### src/rtl/core/nnls_pkg.sv
// nnls_pkg: shared types and constants of the nth non-blank line selector.
// No dependencies; imported by nnls_scan, nnls_reply and the top level.
package nnls_pkg;

   // Request operation codes (req_tuser).
   typedef enum logic [1:0] {
      OP_BYTE = 2'd0,
      OP_END  = 2'd1,
      OP_READ = 2'd2
   } op_type;

   // Response kind (rsp_tuser).
   typedef enum logic {
      KIND_SUMMARY = 1'b0,
      KIND_READ    = 1'b1
   } kind_type;

   localparam logic [7:0]  BYTE_NL   = 8'h0A;
   localparam logic [7:0]  BYTE_TAB  = 8'h09;
   localparam logic [7:0]  BYTE_CR   = 8'h0D;
   localparam logic [7:0]  BYTE_SP   = 8'h20;
   localparam logic [7:0]  MARK_B0   = 8'hEF;
   localparam logic [7:0]  MARK_B1   = 8'hBB;
   localparam logic [7:0]  MARK_B2   = 8'hBF;
   localparam logic [15:0] COUNT_MAX = 16'hFFFF;

   localparam int REQ_DATA_W = 24;
   localparam int RSP_DATA_W = 40;

   // Response fields computed at request time, handed to the reply stage.
   typedef struct packed {
      kind_type    kind;
      logic [15:0] total;
      logic        found;
      logic [8:0]  length;
      logic        in_range;  // read address below captured length
   } reply_type;

endpackage

### src/rtl/core/nnls_reply.sv
// nnls_reply: response pipeline; waits on store read data, then output register.
// Depends on nnls_pkg.
module nnls_reply (
   input  logic                                  clock,
   input  logic                                  reset,
   input  logic                                  req_accept,
   input  logic                                  reply_valid,
   input  nnls_pkg::reply_type                   reply,
   input  logic [7:0]                            ram_rdata,
   output logic                                  req_tready,
   output logic                                  rsp_tvalid,
   input  logic                                  rsp_tready,
   output logic                                  rsp_tuser,
   output logic [nnls_pkg::RSP_DATA_W-1:0]       rsp_tdata
);
   import nnls_pkg::*;

   logic      s1_valid_ff, s1_valid_in;
   reply_type s1_ff;
   logic      out_valid_ff, out_valid_in;
   reply_type out_ff;
   logic [7:0] out_byte_ff, out_byte_in;
   logic      s1_adv;

   // s1 holds a request while its store read completes
   assign s1_adv     = s1_valid_ff && (!out_valid_ff || rsp_tready);
   assign req_tready = !s1_valid_ff || !out_valid_ff || rsp_tready;

   always_comb begin
      s1_valid_in = s1_valid_ff;
      if (reply_valid) begin
         s1_valid_in = 1'b1;
      end else if (s1_adv) begin
         s1_valid_in = 1'b0;
      end
      out_valid_in = out_valid_ff;
      if (s1_adv) begin
         out_valid_in = 1'b1;
      end else if (rsp_tready) begin
         out_valid_in = 1'b0;
      end
      out_byte_in = (s1_ff.kind == KIND_READ && s1_ff.in_range) ? ram_rdata : 8'd0;
   end

   always_ff @(posedge clock) begin
      if (reset) begin
         s1_valid_ff  <= 1'b0;
         out_valid_ff <= 1'b0;
      end else begin
         s1_valid_ff  <= s1_valid_in;
         out_valid_ff <= out_valid_in;
      end
   end

   always_ff @(posedge clock) begin
      if (reply_valid) begin
         s1_ff <= reply;
      end
      if (s1_adv) begin
         out_ff      <= s1_ff;
         out_byte_ff <= out_byte_in;
      end
   end

   assign rsp_tvalid = out_valid_ff;
   assign rsp_tuser  = out_ff.kind;
   assign rsp_tdata  = {6'd0, out_byte_ff, out_ff.length, out_ff.found, out_ff.total};

   a_s1_moves_on_accept: assert property (@(posedge clock) disable iff (reset)
      req_accept && s1_valid_ff |-> s1_adv)
      else $error("pending response overwritten");

   a_s1_holds_when_full: assert property (@(posedge clock) disable iff (reset)
      s1_valid_ff && out_valid_ff && !rsp_tready |=> s1_valid_ff && $stable(s1_ff))
      else $error("stalled response lost");

   a_summary_byte_zero: assert property (@(posedge clock) disable iff (reset)
      out_valid_ff && out_ff.kind == KIND_SUMMARY |-> out_byte_ff == 8'd0)
      else $error("summary carries a read byte");

endmodule

### config.mk
export PLATFORM = sky130hd
export DESIGN_NAME = nnls_reply
export DESIGN_NICKNAME = d
export VERILOG_FILES = /design/src/rtl/core/nnls_pkg.sv /design/src/rtl/core/nnls_reply.sv
export SDC_FILE = /design/constraint.sdc
export NUM_CORES = 1
export LEC_CHECK = 0
export BUFFER_PORTS_ARGS = -buffer_cell sky130_fd_sc_hd__buf_2
export CORE_MARGIN = 3
export CORE_UTILIZATION = 35
export CTS_CLUSTER_DIAMETER = 200
export DETAILED_ROUTE_END_ITERATION = 6
export PLACE_DENSITY_LB_ADDON = 0.12
export SLEW_MARGIN = 20
export SYNTH_ARGS = -nofsm -noshare
export SYNTH_HDL_FRONTEND = slang
export SYNTH_SLANG_ARGS = --single-unit
### constraint.sdc
create_clock -name clock -period 1.98 [get_ports clock]
set_clock_uncertainty 0.15 [all_clocks]
set_input_delay 0.099 -clock clock [delete_from_list [all_inputs] [get_ports clock]]
set_output_delay 0.099 -clock clock [all_outputs]
set_load 0.01 [all_outputs]
==> metrics.csv <==
stage,metric,value,unit
outcome,run_status,finished clean,
timing,fin_crit,1.534,ns
logic_synthesis,yosys-top-cells-area,"edfxtp_1 (91%), and3_1 (2.4%), buf_4 (2.2%)",
critical_path,cp_max_fo,25,
hold_path,holdPathStages,1,
drt,drt_first_pass_iters,4,
die,fp.dieW,83.18,um
hold_path,hold_path.class,in2reg,
global_routing,grt_use_met1,12.25,%
die,dieArea,6918,um^2
clock_network,clk_path_buf_depth,2,
clock_network,htreeDepth,3,
timing,finalHoldViolCount,0,
layout,area_delta_synth_final,49.52,%
logic_synthesis,synth_warnings,0,
placed_design,io_buffers,76,
placed_design,place_worst_setup_slack,0.5177,ns
timing,drv_slew,0,
clock_network,insertion_delay,0.31,ns
logic_synthesis,synth_top_area_share,90.76,%
logic_synthesis,syn_area,2084,um^2
drt,routed-via-count,1170,
clock_network,clock-root-buffer,clkbuf_8,
logic_synthesis,postSynthCellCount,87,
clock_network,cts_sinks,65,
drt,wl_per_cell,12.67,um
power_and_ir_drop,power.leakage,1.288,nW
drt,route.detailed.drc,0,
logic_synthesis,synth-xor-area-share,0,%
critical_path,worstPathArrival,1.40,ns
timing,slew_headroom,57.28,%
critical_path,r2r_cells,3,
timing,worst_slack,0.4462,ns
die,initial_core_util,36.95,%
die,rows,27,
critical_path,r2r_start,rsp_tvalid$_SDFFE_PP0P_,
timing,worst_pin_slew,0.6409,ns
global_routing,grtUsageMet3,4.762,%
global_routing,grt_first_pass_wirelength,5.878,mm
hold_path,min_from,reply_valid,
layout,drive_above_1_share,42.86,%
critical_path,cp-start-kind,primary input,
power_and_ir_drop,p_per_area,913.7,nW/um^2
global_routing,gr-total-overflow,0,
layout,final_util,55.25,%
layout,seqCellArea,1932,um^2
clock_network,cts_made_buffers,9,
power_and_ir_drop,vdd_drop_max,0.4497,mV
clock_network,cts_tree,built,
logic_synthesis,yosys.area.top_type,edfxtp_1,
clock_network,path_clk_slew,0.07,ns
placed_design,place_area,2550,um^2
layout,fillers,465,
critical_path,crit_required,1.85,ns
logic_synthesis,synth_cell_types,11,
logic_synthesis,synth_top_family_by_area,simple AND/OR/NAND/NOR gates,
logic_synthesis,post_synth.cell_area_avg,23.96,um^2
layout,multiInputGateArea,120.1,um^2
timing,totalNegativeSetupSlack,0,ns
drt,drt-vias-per-instance,4.048,
global_routing,busiest_layer,met2,
critical_path,crit_path_end_kind,flop,
global_routing,grt_max_degree,30,
timing,rsz0062_at_grt,no,
placed_design,gp_congestion,0.7433,
logic_synthesis,synth.area.mux_share,0,%
drt,wl,3.661,mm
timing,final-setup-viol-count,0,
logic_synthesis,ys_seq_elements,65,
die,core-area,5642,um^2
logic_synthesis,synth-simple-area-share,3.962,%
layout,antenna_cells,0,
flow_run,drv_cap,0,
die,ios,84,
logic_synthesis,synthAdderAreaFrac,0,%
critical_path,crit_start,rsp_tready,
global_routing,grtUsageMet2,17.86,%
drt,antenna_left,0,
logic_synthesis,synth-compound-area-share,0.6603,%
layout,nets,254,
timing,finalCritPeriodShare,77.47,%
layout,fin_area,3117,um^2
logic_synthesis,yosysSeqAreaShare,92.68,%
global_routing,grt_antenna_before_repair,0,
global_routing,track_usage,11.08,%
die,die_h,83.18,um
drt,drt_iter0_drc,42,
global_routing,grt_pass1_vias,1240,
timing,timing.fmax,652.0,MHz
critical_path,critical_path_class,in2reg,
==> stage by stage <==
stage                     total power, mW  instances  hold slack, ns
after floorplan                     1.721         92         0.01144
after global placement              1.807        235          0.1216
after detailed placement            1.818        235          0.1272
after CTS                           2.900        289          0.2079
after global routing                2.984        289          0.2005
final                               2.848        289          0.1910
==> routing by layer <==
metal  up-vias  part of all wire (%)
met3         7                   8.7
li1        575                     -
met4         0                   1.2
met1       533                    40
met5         -                     0
met2        55                    50
==> registers in the layout (all words and copies together) (netlist names) <==
name and count:
out_byte_ff 8, rsp_tvalid 1, rsp_tuser 1, s1_ff 28
rsp_tdata 26, s1_valid_ff 1
==> what timing repair did <==
item / in CTS / in global routing
gates resized for setup: 0 / 0
hold buffers: 39 / 0
setup endpoints to repair: 0 / 0
buffers inserted: 0 / 0
endpoints found under the hold margin: 38 / 0
==> cell type report <==
class	instances	area share [%]
well taps	72	2.890
clock buffers	11	4.215
flip-flops and latches	65	61.98
clock inverters	4	1.445
inverters	2	0.2409
repair buffers	116	25.37
multi-input cells	19	3.854
==> critical path, cell delays in order <==
cell,delay [ns]
dlygate4sd3_1,0.52
buf_2,0.10
nand2b_1,0.10
and2_2,0.33
buf_12,0.23
==> cell usage in the layout, fill, tap and decap left out, drive strengths merged, types with 2 or more instances in the layout <==
cell type / synthesis / final
inv: 2 / 2
dfxtp: 2 / 2
and3: 8 / 8
a21oi: 2 / 2
dlygate4sd3: 0 / 39
clkbuf: 0 / 11
edfxtp: 63 / 63
conb: 1 / 6
buf: 6 / 77
clkinv: 0 / 3
==> cells by family (layout without fill, tap and decap cells) <==
kind of cell,after synthesis,in the layout
AOI/OAI and AO/OA,2,2
buffers and inverters,8,133
DFF,65,65
other,1,6
and+or+nand+nor,11,11
==> worst paths after layout <==
check | to | slack [ns]
max | out_byte_ff[0]$_SDFFCE_PN0P_ | 0.45
min | s1_ff[7]$_DFFE_PP_ | 0.19
max reg2reg | out_byte_ff[0]$_SDFFCE_PN0P_ | 0.52
min reg2reg | rsp_tdata[18]$_DFFE_PP_ | 0.27
==> report_power, final <==
group / switching (mW) / leakage, nW / internal (mW)
Clock: 0.436 / 0.0929 / 0.569
Combinational: 0.0903 / 0.577 / 0.113
Sequential: 0.0260 / 0.618 / 1.61
==> synthesized netlist by cell type <==
master and count:
a21oi_1 1, a21oi_2 1, and2_1 1, and3_1 8
buf_4 6, conb_1 1, dfxtp_1 2, edfxtp_1 63
inv_1 2, nand2b_1 1, nand3b_4 1
No activity file was read; power rests on OpenSTA's default activity.
