$ cat config.mk
export PLATFORM = sky130hd
export DESIGN_NAME = nnls_scan
export DESIGN_NICKNAME = d
export VERILOG_FILES = /design/src/rtl/core/nnls_pkg.sv /design/src/rtl/core/nnls_scan.sv
export SDC_FILE = /design/constraint.sdc
export NUM_CORES = 1
export LEC_CHECK = 0
export ABC_AREA = 1
export BUFFER_PORTS_ARGS = -buffer_cell sky130_fd_sc_hd__buf_2
export CAP_MARGIN = 40
export CORE_UTILIZATION = 40
export CTS_CLUSTER_SIZE = 25
export DETAILED_ROUTE_END_ITERATION = 6
export PLACE_DENSITY_LB_ADDON = 0.12
export SLEW_MARGIN = 20
export SYNTH_ARGS = -nofsm -noshare
export SYNTH_HDL_FRONTEND = slang
export SYNTH_SLANG_ARGS = --single-unit
$ cat constraint.sdc
create_clock -name clock -period 2.28 [get_ports clock]
set_input_delay 0.228 -clock clock [delete_from_list [all_inputs] [get_ports clock]]
set_output_delay 0.228 -clock clock [all_outputs]
set_load 0.02 [all_outputs]
$ cat src/rtl/core/nnls_pkg.sv
// nnls_pkg: shared types and constants of the nth non-blank line selector.
// No dependencies; imported by nnls_scan, nnls_reply and the top level.
package nnls_pkg;

   // Request operation codes (req_tuser).
   typedef enum logic [1:0] {
      OP_BYTE = 2'd0,
      OP_END  = 2'd1,
      OP_READ = 2'd2
   } op_type;

   // Response kind (rsp_tuser).
   typedef enum logic {
      KIND_SUMMARY = 1'b0,
      KIND_READ    = 1'b1
   } kind_type;

   localparam logic [7:0]  BYTE_NL   = 8'h0A;
   localparam logic [7:0]  BYTE_TAB  = 8'h09;
   localparam logic [7:0]  BYTE_CR   = 8'h0D;
   localparam logic [7:0]  BYTE_SP   = 8'h20;
   localparam logic [7:0]  MARK_B0   = 8'hEF;
   localparam logic [7:0]  MARK_B1   = 8'hBB;
   localparam logic [7:0]  MARK_B2   = 8'hBF;
   localparam logic [15:0] COUNT_MAX = 16'hFFFF;

   localparam int REQ_DATA_W = 24;
   localparam int RSP_DATA_W = 40;

   // Response fields computed at request time, handed to the reply stage.
   typedef struct packed {
      kind_type    kind;
      logic [15:0] total;
      logic        found;
      logic [8:0]  length;
      logic        in_range;  // read address below captured length
   } reply_type;

endpackage

$ cat src/rtl/core/nnls_scan.sv
// nnls_scan: line scanner; per-request state update, store write/read issue.
// Depends on nnls_pkg.
module nnls_scan #(
   parameter int LINE_CAPACITY   = 512,
   parameter int OUTPUT_CAPACITY = 512
) (
   input  logic                               clock,
   input  logic                               reset,
   input  logic                               req_accept,
   input  logic [1:0]                         operation,
   input  logic [7:0]                         data_byte,
   input  logic [8:0]                         read_address,
   input  logic [15:0]                        target_line,
   output logic                               ram_we,
   output logic                               ram_re,
   output logic [$clog2(OUTPUT_CAPACITY)-1:0] ram_addr,
   output logic [7:0]                         ram_wdata,
   output logic                               reply_valid,
   output nnls_pkg::reply_type                reply
);
   import nnls_pkg::*;

   localparam int LenW  = $clog2(LINE_CAPACITY);
   localparam int AddrW = $clog2(OUTPUT_CAPACITY);
   localparam int WideW = ((LenW > AddrW) ? LenW : AddrW) + 1;
   localparam int CmpW  = (AddrW > 9) ? AddrW : 9;

   logic [LenW-1:0]  line_length_ff, line_length_in;
   logic [15:0]      line_count_ff, line_count_in;
   logic             captured_flag_ff, captured_flag_in;
   logic             nonblank_any_ff, nonblank_any_in;
   logic             nonblank_after_mark_ff, nonblank_after_mark_in;
   logic             mark_prefix_seen_ff, mark_prefix_seen_in;
   logic             capture_offset_ff, capture_offset_in;  // set means offset 3
   logic [AddrW-1:0] capture_length_ff, capture_length_in;

   op_type           op;
   logic             cnt_zero, hit_target, is_blank, clipped;
   logic             strip, nonblank, base_cap, mark_new, end_cap;
   logic [LenW-1:0]  text_len, wr_pos;
   logic [AddrW-1:0] close_len, base_len, end_len;
   logic [15:0]      count_inc, end_count;

   always_comb begin
      op         = op_type'(operation);
      cnt_zero   = (line_count_ff == '0);
      hit_target = (line_count_ff == target_line);
      is_blank   = data_byte inside {BYTE_SP, BYTE_TAB, BYTE_CR};
      clipped    = (line_length_ff == LenW'(LINE_CAPACITY - 1));

      // line close terms
      strip     = cnt_zero && (line_length_ff >= LenW'(3)) && mark_prefix_seen_ff;
      text_len  = strip ? line_length_ff - LenW'(3) : line_length_ff;
      nonblank  = strip ? nonblank_after_mark_ff : nonblank_any_ff;
      close_len = (WideW'(text_len) < WideW'(OUTPUT_CAPACITY - 1)) ?
                  AddrW'(text_len) : AddrW'(OUTPUT_CAPACITY - 1);
      count_inc = (line_count_ff != COUNT_MAX) ? line_count_ff + 16'd1 : line_count_ff;

      // a new stream drops the previous capture
      base_cap = cnt_zero ? 1'b0 : captured_flag_ff;
      base_len = cnt_zero ? '0 : capture_length_ff;

      wr_pos   = (line_length_ff >= LenW'(3) && capture_offset_ff) ?
                 line_length_ff - LenW'(3) : line_length_ff;
      mark_new = mark_prefix_seen_ff;
      if (line_length_ff == LenW'(0)) begin
         mark_new = (data_byte == MARK_B0);
      end else if (line_length_ff == LenW'(1)) begin
         mark_new = mark_prefix_seen_ff && (data_byte == MARK_B1);
      end else if (line_length_ff == LenW'(2)) begin
         mark_new = mark_prefix_seen_ff && (data_byte == MARK_B2);
      end

      end_cap   = captured_flag_ff;
      end_len   = capture_length_ff;
      end_count = line_count_ff;

      line_length_in         = line_length_ff;
      line_count_in          = line_count_ff;
      captured_flag_in       = captured_flag_ff;
      nonblank_any_in        = nonblank_any_ff;
      nonblank_after_mark_in = nonblank_after_mark_ff;
      mark_prefix_seen_in    = mark_prefix_seen_ff;
      capture_offset_in      = capture_offset_ff;
      capture_length_in      = capture_length_ff;

      ram_we      = 1'b0;
      ram_re      = 1'b0;
      ram_addr    = AddrW'(wr_pos);
      ram_wdata   = data_byte;
      reply_valid = 1'b0;
      reply       = '{kind: KIND_SUMMARY, total: line_count_ff, found: captured_flag_ff,
                      length: 9'(capture_length_ff), in_range: 1'b0};

      if (req_accept) begin
         case (op)
            OP_BYTE: begin
               captured_flag_in  = base_cap;
               capture_length_in = base_len;
               if (data_byte == BYTE_NL) begin
                  if (nonblank) begin
                     if (hit_target && !base_cap) begin
                        captured_flag_in  = 1'b1;
                        capture_length_in = close_len;
                     end
                     line_count_in = count_inc;
                  end
                  line_length_in         = '0;
                  nonblank_any_in        = 1'b0;
                  nonblank_after_mark_in = 1'b0;
                  mark_prefix_seen_in    = 1'b0;
                  capture_offset_in      = 1'b0;
               end else if (!clipped) begin
                  if (!is_blank) begin
                     nonblank_any_in = 1'b1;
                     if (line_length_ff >= LenW'(3)) begin
                        nonblank_after_mark_in = 1'b1;
                     end
                  end
                  mark_prefix_seen_in = mark_new;
                  ram_we = hit_target && !base_cap &&
                           (WideW'(wr_pos) < WideW'(OUTPUT_CAPACITY - 1));
                  if (line_length_ff == LenW'(2) && cnt_zero && mark_new) begin
                     capture_offset_in = 1'b1;
                  end
                  line_length_in = line_length_ff + LenW'(1);
               end
            end
            OP_END: begin
               if (line_length_ff != '0 && nonblank) begin
                  if (hit_target && !captured_flag_ff) begin
                     end_cap = 1'b1;
                     end_len = close_len;
                  end
                  end_count = count_inc;
               end
               if (end_count == '0) begin
                  end_cap = 1'b0;
                  end_len = '0;
               end
               captured_flag_in       = end_cap;
               capture_length_in      = end_len;
               line_count_in          = '0;
               line_length_in         = '0;
               nonblank_any_in        = 1'b0;
               nonblank_after_mark_in = 1'b0;
               mark_prefix_seen_in    = 1'b0;
               capture_offset_in      = 1'b0;
               reply_valid            = 1'b1;
               reply = '{kind: KIND_SUMMARY, total: end_count, found: end_cap,
                         length: 9'(end_len), in_range: 1'b0};
            end
            OP_READ: begin
               ram_re      = 1'b1;
               ram_addr    = AddrW'(read_address);
               reply_valid = 1'b1;
               reply.kind  = KIND_READ;
               reply.in_range = CmpW'(read_address) < CmpW'(capture_length_ff);
            end
            default: begin
            end
         endcase
      end
   end

   always_ff @(posedge clock) begin
      if (reset) begin
         line_length_ff         <= '0;
         line_count_ff          <= '0;
         captured_flag_ff       <= 1'b0;
         nonblank_any_ff        <= 1'b0;
         nonblank_after_mark_ff <= 1'b0;
         mark_prefix_seen_ff    <= 1'b0;
         capture_offset_ff      <= 1'b0;
         capture_length_ff      <= '0;
      end else begin
         line_length_ff         <= line_length_in;
         line_count_ff          <= line_count_in;
         captured_flag_ff       <= captured_flag_in;
         nonblank_any_ff        <= nonblank_any_in;
         nonblank_after_mark_ff <= nonblank_after_mark_in;
         mark_prefix_seen_ff    <= mark_prefix_seen_in;
         capture_offset_ff      <= capture_offset_in;
         capture_length_ff      <= capture_length_in;
      end
   end

   a_end_clears_count: assert property (@(posedge clock) disable iff (reset)
      req_accept && op == OP_END |=> line_count_ff == '0)
      else $error("line count not cleared after end of stream");

   a_write_only_candidate: assert property (@(posedge clock) disable iff (reset)
      ram_we |-> hit_target && (cnt_zero || !captured_flag_ff))
      else $error("store written outside candidate line");

   a_length_needs_flag: assert property (@(posedge clock) disable iff (reset)
      !captured_flag_ff |-> capture_length_ff == '0)
      else $error("capture length set without capture");

endmodule

==> results of run 1 <==
==> stage by stage <==
step	power, W	instance area, µm²	instances
6_report	0.00189	7320	1194
5_1_grt	0.00198	7320	1194
4_1_cts	0.00184	6890	1185
3_5_place_dp	0.00125	6230	1154
3_3_place_gp	0.00124	6230	1154
2_1_floorplan	0.00104	4640	808
==> layer usage <==
layer | routed length, µm | global-route usage [%] | vias up
li1 | - | - | 3061
met1 | 7130 | 34.7 | 2765
met2 | 9010 | 55.9 | 244
met3 | 1080 | 5.18 | 66
met4 | 794 | 17.3 | 0
met5 | 0 | 0 | -
==> power by group <==
| part | total (W) | leakage [nW] | switching [W] | internal, W |
|---|---|---|---|---|
| clock network | 0.000513 | 0.0422 | 0.000297 | 0.000216 |
| logic | 0.000673 | 3.42 | 0.000404 | 0.000269 |
| registers | 0.000709 | 0.321 | 0.0000156 | 0.000694 |
==> layout make-up <==
cell class,instances,share of cell area [%]
multi-input cells,619,50.8
clock inverters,1,0.0684
clock buffers,7,1.04
inverters,110,5.73
repair inverters,1,0.0684
repair buffers,277,28.9
flip-flops and latches,39,10.9
well taps,140,2.39
==> final timing paths <==
kind | start | end | slack (ps) | depth (start not counted)
max | line_length_ff[1] | reply[1] | -760 | 18
min | data_byte[7] | mark_prefix_seen_ff | 410 | 5
max reg2reg | line_length_ff[1] | capture_length_ff[8] | -390 | 20
min reg2reg | mark_prefix_seen_ff | mark_prefix_seen_ff | 500 | 2
==> worst reg2reg max path, stage by stage (launching register included) <==
cell,delay (ps)
dfxtp_4,370
ha_4,160
inv_2,50
nor2_1,40
nand2_1,100
nand3_4,130
nand2_4,140
nand2_8,100
buf_12,150
buf_16,120
nand4_1,100
nand2_2,90
nor2_1,170
nand2_2,90
nor2_4,200
nand2_4,160
nand2_4,110
buf_6,90
nand2_2,40
nand2_1,60
a21oi_1,60
==> flip-flops by register name (all words and copies together) (netlist names) <==
name and cells:
line_length_ff 9, mark_prefix_seen_ff 1, captured_flag_ff 1, capture_offset_ff 1
nonblank_any_ff 1, line_count_ff 16, capture_length_ff 9, nonblank_after_mark_ff 1
==> what timing repair did <==
action,in CTS,in global routing
endpoints found under the setup margin,58,59
buffers inserted,21,10
gates cloned,5,1
pin swaps,26,43
resized for setup,118,118
==> synth_stat cells <==
cell type and count:
buf_4 12, clkinv_1 4, buf_6 1, o21ai_1 6, nand3_1 42, o32ai_1 1
a31oi_1 1, ha_1 18, clkbuf_2 1, inv_2 6, o21a_1 1, a21oi_1 36
nand3_2 3, dfxtp_1 39, nand2_2 3, nand3_4 2, buf_1 1, inv_1 100
xor2_1 15, buf_2 16, o21ai_0 61, a311oi_1 1, nand4_1 20, nor3_1 13
clkbuf_1 13, a22oi_1 14, nor4_1 3, or2_2 5, nand2_4 2, nor2_1 86
o2111ai_1 1, xnor2_1 15, nor2_4 2, nor4_2 1, nand2_1 258, nor2_2 5
==> cell families after synthesis <==
family / count (synthesis)
and+or+nand+nor: 445
adders and majority gates: 18
xor gates and xnor gates: 30
AOI/OAI and AO/OA: 122
buffers and inverters: 154
DFF: 39
==> flow_summary_export.csv, run 1 <==
group,metric,value,unit
run_status,status,"complete, but fails checks",
run_status,violations,"setup timing",
critical_path,worstPathRequired,2050,ps
finish,final_cell_mix,"nand2_1 (208), buf_4 (182), inv_1 (93), nor2_1 (72), buf_2 (57)",
finish,final_util,67.2,%
synthesis,synth-seq-cells,39,
finish,register_area,801,µm²
critical_path,worstPathCellList,"ha_4 -> inv_2 -> nor2_1 -> nand2_1 -> nand3_4 -> nand2_4 -> nand2_8 -> buf_12 -> buf_16 -> nand4_1 -> nand2_2 -> nor2_1 -> nand2_2 -> nor2_4 -> nand2_4 -> nand2_2 -> o21ai_2 -> buf_6",
finish,mostFrequentLayoutCell,"nand2_1",
timing,skew,10.7,ps
floorplan,core_area,10900,µm²
timing,maxSlewViolCount,0,
synthesis,synth-adder-area-share,5.01,%
floorplan,dieHeight,108,µm
timing,timing.fmax,328,MHz
clock_network,numCtsBuffers,5,
critical_path,cp.arrival,2820,ps
grt,antenna_found_initial,0,
clock_network,cts_hold_buf,0,
detailed_routing,via_per_inst,5.14,
grt,grt_max_degree,33,
finish,num-nets-final,1109,
floorplan,fp.dieW,108,µm
critical_path,critical_path_class,"register to output pin",
timing,fin_ws,-765,ps
detailed_routing,postRouteAntennaNets,0,
timing,min_period,3040,ps
synthesis,synthSimpleGateAreaFrac,42.6,%
critical_path,end_kind,"output pin",
grt,grt.total_usage,31.1,%
clock_network,h-tree-depth,2,
floorplan,initial_core_util,41.3,%
synthesis,syn-mean-instance-area,5.56,µm²
placed_design,place_ws,-429,ps
critical_path,worstPathBufferInverterCount,4,
power_and_ir_drop,vdd_drop_max,0.258,mV
finish,syn2layout_area_growth,62.8,%
synthesis,synthMuxAreaShare,0,%
synthesis,synth_compound_area_share,14.7,%
timing,rsz0062_at_grt,"true",
placed_design,portBuffers,85,
synthesis,ys_types,36,
timing,period_share,134,%
synthesis,synth_top_area_share,21.5,%
finish,fillers,1007,
timing,fin_setup_tns,-16540,ps
critical_path,critPathLaunchType,"register",
finish,drive_above_1_share,42.7,%
detailed_routing,wl_per_cell,15.1,µm
power_and_ir_drop,leakage,3.78,nW
clock_network,cts_root_buffer,"clkbuf_8",
critical_path,crit_top_cell,"nand2_2",
clock_network,cts_buffer_depth,2,
power_and_ir_drop,p_per_area,259,nW/µm²
synthesis,synth_top_family_by_area,"simple AND/OR/NAND/NOR gates",
clock_network,clk_latency,330,ps
finish,multiInputGateArea,3720,µm²
synthesis,synth_top_area_cell,"nand2_1",
grt,grt_pass1_vias,5972,
critical_path,max_stage_delay,370,ps
floorplan,row_count,38,
placed_design,place_hpwl,12800,µm
floorplan,dieArea,11700,µm²
detailed_routing,drt-total-wl,18000,µm
placed_design,gp_congestion,0.929,
finish,num_antenna_cells,0,
critical_path,worst_path_max_delay_cell,"dfxtp_4",
clock_network,cts_tree,"yes",
timing,setup_viol,43,
clock_network,path_clk_slew,80,ps
grt,grt_pass1_wl,28000,µm
critical_path,cp_max_fo,6,
synthesis,synth_xor_area_share,5.84,%
synthesis,synth_area,4500,µm²
detailed_routing,firstDrtPassIters,5,
detailed_routing,drc,0,
synthesis,synth_area_leaders,"nand2_1 (22%), dfxtp_1 (17%), inv_1 (8.3%)",
job,maxCapViolCount,0,
floorplan,ios,86,
detailed_routing,via_count,6136,
grt,overflow,0,
synthesis,synth_cells,808,
timing,tightest_slew,736,ps
clock_network,cts_sinks,39,
synthesis,yosys_warnings,0,
timing,hold_viol,0,
detailed_routing,initialDrtViolationCount,416,
timing,slew_headroom,50.9,%
critical_path,cpLargestDelayFamily,"simple AND/OR/NAND/NOR gates",
synthesis,syn-num-nets,864,
timing,hold_ws,409,ps
worst_hold_path,min_path_type,"primary input to register",
synthesis,yosysSeqAreaShare,17.4,%
No activity file was read; power rests on OpenSTA's default activity.
==> run 2: changes to the inputs <==
Settings changed: CELL_PAD_IN_SITES_DETAIL_PLACEMENT set to 1, CELL_PAD_IN_SITES_GLOBAL_PLACEMENT set to 2, CORE_UTILIZATION 40 to 26.
==> run 2 against run 1 <==
  * The flow still finishes with violations (setup timing)
  * Core utilization is 18 points lower
  * Design area up 13%
  * First-iteration DRC count shrank 35%
  * Highest routed layer unchanged
==> flow_summary_export.csv, run 2 (same netlist as run 1, synthesis figures left out) <==
group,metric,value,unit
timing,timing.fmax,334,MHz
timing,period_share,131,%
finish,final_cell_mix,"nand2_1 (178), buf_4 (172), inv_1 (87), buf_6 (65), nor2_1 (64)",
detailed_routing,initialDrtViolationCount,271,
clock_network,cts_sinks,39,
floorplan,dieHeight,133,µm
job,maxCapViolCount,0,
power_and_ir_drop,vdd_drop_max,0.256,mV
power_and_ir_drop,total_power,0.00241,W
timing,hold_viol,0,
critical_path,reg2regPathDepth,23,
worst_hold_path,holdPathStages,2,
detailed_routing,wl_per_cell,17.2,µm
timing,rsz0062_at_grt,"true",
finish,design_area,8300,µm²
finish,mostFrequentLayoutCell,"nand2_1",
clock_network,clk_latency,310,ps
timing,fin_ws,-711,ps
timing,min_period,2990,ps
critical_path,worstPathRequired,2050,ps
run_status,violations,"setup timing",
finish,final_util,49.5,%
detailed_routing,drt-total-wl,22200,µm
clock_network,numCtsBuffers,5,
timing,maxSlewViolCount,0,
critical_path,worstPathCellList,"inv_4 -> ha_4 -> nand2_4 -> nor2_4 -> nand2_2 -> nor2_4 -> nand2_4 -> nand2_4 -> nand3_4 -> buf_6 -> nand2_2 -> nand2_2 -> nor2_2 -> nand2_2 -> nor2_4 -> buf_12 -> nand2_8 -> nand2_4 -> o21ai_2 -> buf_6",
detailed_routing,postRouteAntennaNets,0,
timing,tightest_slew,657,ps
finish,num_antenna_cells,0,
grt,antenna_found_initial,0,
grt,grt.total_usage,24.4,%
critical_path,cp.arrival,2760,ps
finish,num-nets-final,1126,
clock_network,h-tree-depth,2,
detailed_routing,via_per_inst,4.88,
clock_network,cts_tree,"yes",
critical_path,cp.depth,20,
clock_network,cts_hold_buf,0,
finish,top_register,"line_count_ff",
grt,grt_pass1_vias,6754,
detailed_routing,via_count,6294,
worst_hold_path,min_path_type,"primary input to register",
finish,drive_above_1_share,51.4,%
placed_design,dpl_cell_area,6340,µm²
critical_path,critPathLaunchType,"register",
detailed_routing,drc,0,
power_and_ir_drop,leakage,4.18,nW
timing,setup_viol,46,
grt,grt_pass1_wl,34000,µm
critical_path,cpLargestDelayFamily,"simple AND/OR/NAND/NOR gates",
critical_path,max_stage_delay,370,ps
floorplan,dieArea,17800,µm²
placed_design,place_hpwl,15800,µm
timing,skew,7.60,ps
clock_network,cts_buffer_depth,2,
placed_design,place_ws,-636,ps
finish,largest_reg_flops,16,
placed_design,portBuffers,85,
critical_path,cp_max_fo,5,
finish,syn2layout_area_growth,84.7,%
grt,overflow,0,
run_status,status,"complete, but fails checks",
grt,grt_max_degree,27,
floorplan,initial_core_util,26.8,%
critical_path,critical_path_class,"register to output pin",
timing,slew_headroom,56.2,%
detailed_routing,firstDrtPassIters,4,
finish,reg_top3,"line_count_ff x16, capture_length_ff x9, line_length_ff x9",
timing,fin_setup_tns,-18290,ps
floorplan,fp.dieW,133,µm
power_and_ir_drop,p_per_area,291,nW/µm²
clock_network,path_clk_slew,80,ps
placed_design,gp_congestion,0.899,
critical_path,end_kind,"output pin",
floorplan,core_area,16800,µm²
critical_path,worst_path_max_delay_cell,"dfxtp_4",
floorplan,row_count,47,
clock_network,cts_root_buffer,"clkbuf_16",
critical_path,worstPathBufferInverterCount,4,
floorplan,ios,86,
==> run 2: cell count changes in the layout (fill, tap and decap cells not counted), sizes merged <==
cell and change:
bufinv +1, clkinv +1, nand3 -2, buf +19, clkinvlp -2
==> run 2: final timing paths <==
kind                    start           endpoint  slack (ps)
max          line_count_ff[0]           reply[5]        -710
min                     reset  line_length_ff[7]         340
max reg2reg  line_count_ff[0]   captured_flag_ff        -420
min reg2reg  captured_flag_ff   captured_flag_ff         480
==> run 2: area by class of cell <==
| class | instances | area [µm²] |
|---|---|---|
| Tap cell | 220 | 275 |
| Fill cell | 2164 | 8460 |
| Sequential cell | 39 | 805 |
| Clock buffer | 6 | 139 |
| Timing Repair Buffer | 297 | 2500 |
| Clock inverter | 2 | 35.0 |
| Inverter | 110 | 439 |
| Multi-Input combinational cell | 617 | 4120 |
==> run 2: power breakdown <==
part	internal, W	total (W)	switching, W	leakage (nW)
Sequential	0.000693	0.000709	0.0000161	0.322
Clock	0.000547	0.000919	0.000372	0.0868
Combinational	0.000322	0.000786	0.000464	3.77
==> run 2: timing repair <==
item / in CTS / in global routing
resized for setup: 208 / 203
buffers inserted: 37 / 23
cloned: 3 / 1
setup endpoints to repair: 58 / 76
pin swaps: 24 / 69
==> run 2: routing by layer <==
| metal | global-route usage [%] | routed length [µm] |
|---|---|---|
| met5 | 0 | 0 |
| met4 | 6.69 | 444 |
| met3 | 3.01 | 476 |
| met2 | 48.2 | 12300 |
| met1 | 26.9 | 9000 |
==> run 2: metrics by stage <==
step	std cells	hold slack (ps)
3_3_place_gp	1232	473
2_1_floorplan	808	458
6_report	1291	339
4_1_cts	1274	314
3_5_place_dp	1232	478
5_1_grt	1291	368
==> run 3: changes to the inputs <==
Settings changed: CTS_BUF_LIST set to sky130_fd_sc_hd__clkbuf_16, REMOVE_ABC_BUFFERS set to 1.
==> run 3 against run 2 <==
  * Core utilization decreased by 1.5 points
  * Largest cell class unchanged
  * The flow still finishes with violations (setup timing)
  * Design area decreased by 3.0%
  * Fmax increased by 2.4%
  * Clock skew increased by 4.3 ps
  * Via count increased by 1.3%
  * Cell count increased by 1.6%
  * Sequential share of layout area increased by 0.45 points
==> flow_summary_export.csv, run 3 (same netlist as run 1, synthesis figures left out) <==
group,metric,value,unit
run_status,status,"complete, but fails checks",
run_status,violations,"setup timing",
clock_network,cts_sinks,39,
finish,final_cells,1312,
finish,num-nets-final,1147,
grt,grt_pass1_wl,33700,µm
timing,period_share,128,%
critical_path,worstPathRequired,2050,ps
detailed_routing,via_count,6378,
floorplan,ios,86,
finish,final_cell_mix,"buf_4 (210), nand2_1 (198), inv_1 (89), nor2_1 (62), buf_2 (56)",
critical_path,worstPathCellList,"inv_2 -> ha_4 -> nand2_2 -> nor2_2 -> nand2_2 -> nor2_4 -> nand2_4 -> nand2_8 -> nand3_4 -> nand2_2 -> nand2_2 -> nor2_2 -> nand2_2 -> nor2_4 -> nand2_4 -> nand2_4 -> o21ai_2 -> buf_6",
timing,setup_viol,46,
floorplan,core_area,16800,µm²
grt,antenna_found_initial,0,
detailed_routing,drt-total-wl,22200,µm
critical_path,crit_top_cell,"nand2_2",
grt,overflow,0,
clock_network,h-tree-depth,2,
job,maxCapViolCount,0,
clock_network,cts_tree,"yes",
detailed_routing,drc,0,
timing,fin_ws,-641,ps
detailed_routing,wl_per_cell,16.9,µm
timing,rsz0062_at_grt,"true",
detailed_routing,firstDrtPassIters,4,
floorplan,fp.dieW,133,µm
power_and_ir_drop,p_per_area,299,nW/µm²
critical_path,critPathLaunchType,"register",
clock_network,clk_latency,300,ps
grt,grt_max_degree,25,
timing,hold_ws,419,ps
finish,num_antenna_cells,0,
floorplan,dieHeight,133,µm
finish,syn2layout_area_growth,79.2,%
detailed_routing,initialDrtViolationCount,335,
detailed_routing,via_per_inst,4.86,
clock_network,path_clk_slew,60,ps
finish,largest_reg_flops,16,
critical_path,cpLargestDelayFamily,"simple AND/OR/NAND/NOR gates",
critical_path,critical_path_class,"register to output pin",
critical_path,worstPathBufferInverterCount,2,
timing,min_period,2920,ps
grt,grt_pass1_vias,6587,
floorplan,initial_core_util,26.8,%
finish,reg_top3,"line_count_ff x16, capture_length_ff x9, line_length_ff x9",
critical_path,cp.arrival,2690,ps
timing,maxSlewViolCount,0,
critical_path,rrSetupSlack,-590,ps
finish,top_register,"line_count_ff",
placed_design,portBuffers,85,
critical_path,cp_max_fo,6,
critical_path,max_stage_delay,330,ps
timing,tightest_slew,672,ps
floorplan,dieArea,17800,µm²
timing,hold_viol,0,
placed_design,gp_congestion,0.870,
finish,mostFrequentLayoutCell,"buf_4",
critical_path,end_kind,"output pin",
timing,fin_setup_tns,-14830,ps
placed_design,place_ws,-550,ps
clock_network,numCtsBuffers,5,
worst_hold_path,min_path_type,"primary input to register",
placed_design,dp.cells,1244,
clock_network,cts_buffer_depth,2,
timing,slew_headroom,55.2,%
detailed_routing,postRouteAntennaNets,0,
floorplan,row_count,47,
clock_network,cts_hold_buf,0,
placed_design,place_hpwl,15700,µm
critical_path,worst_path_max_delay_cell,"dfxtp_2",
power_and_ir_drop,vdd_drop_max,0.260,mV
timing,timing.fmax,342,MHz
timing,skew,11.9,ps
grt,grt.total_usage,24.1,%
finish,drive_above_1_share,49.0,%
clock_network,cts_root_buffer,"clkbuf_16",
power_and_ir_drop,leakage,4.07,nW
## run 3: cell types whose count changed in the layout (fill, tap and decap cells not counted), sizes merged
cell / previous run / this run
buf: 296 / 314
bufinv: 1 / 2
clkbuf: 7 / 5
clkinv: 5 / 3
clkinvlp: 0 / 2
inv: 106 / 107
nand3: 48 / 51
## run 3: report_power, final
part	switching (W)	internal [W]	total (W)
clock network	0.000345	0.000625	0.000971
logic	0.000442	0.000288	0.000730
registers	0.0000157	0.000691	0.000707
total	0.000803	0.00161	0.00241
## run 3: repair_timing
item | CTS | global route
gates cloned | 5 | 4
pin swaps | 67 | 52
setup buffers | 46 | 16
hold endpoints to repair | 0 | 0
gates resized for setup | 233 | 128
endpoints found under the setup margin | 60 | 63
## run 3: tightest hold or removal path: stages
cell and delay (ps):
buf_2 120, nand3_1 80, o32ai_1 110, nand2_1 80, a21oi_1 50
## run 3: per-layer routing
| layer | global-route usage [%] | vias to the layer above | share of wire [%] |
|---|---|---|---|
| li1 | - | 3135 | - |
| met1 | 27.0 | 3093 | 40 |
| met2 | 47.3 | 120 | 55 |
| met3 | 2.74 | 30 | 2.9 |
| met4 | 6.88 | 0 | 2.0 |
| met5 | 0 | - | 0 |
## run 3: metrics by stage
step	util (%)	area, µm²	power [W]
global route	48.1	8060	0.00252
finish	48.1	8060	0.00241
global placement	37.6	6310	0.00126
detailed placement	37.6	6310	0.00128
floorplan	-	4260	0.000987
CTS	44.9	7530	0.00238
## run 3: final cells by class
class                           count  area, µm²
Multi-Input combinational cell    620       3870
Sequential cell                    39        817
Tap cell                          220        275
Clock inverter                      3       63.8
Fill cell                        2213       8700
Timing Repair Buffer              314       2470
Timing Repair inverter              1       7.51
Clock buffer                        5        125
Inverter                          110        424
## run 3: worst paths after layout
check / start / cells past startpoint / to
max: line_count_ff[1] / 18 / reply[8]
min: data_byte[6] / 5 / mark_prefix_seen_ff
max reg2reg: line_count_ff[1] / 25 / capture_length_ff[4]
min reg2reg: capture_length_ff[7] / 2 / capture_length_ff[7]
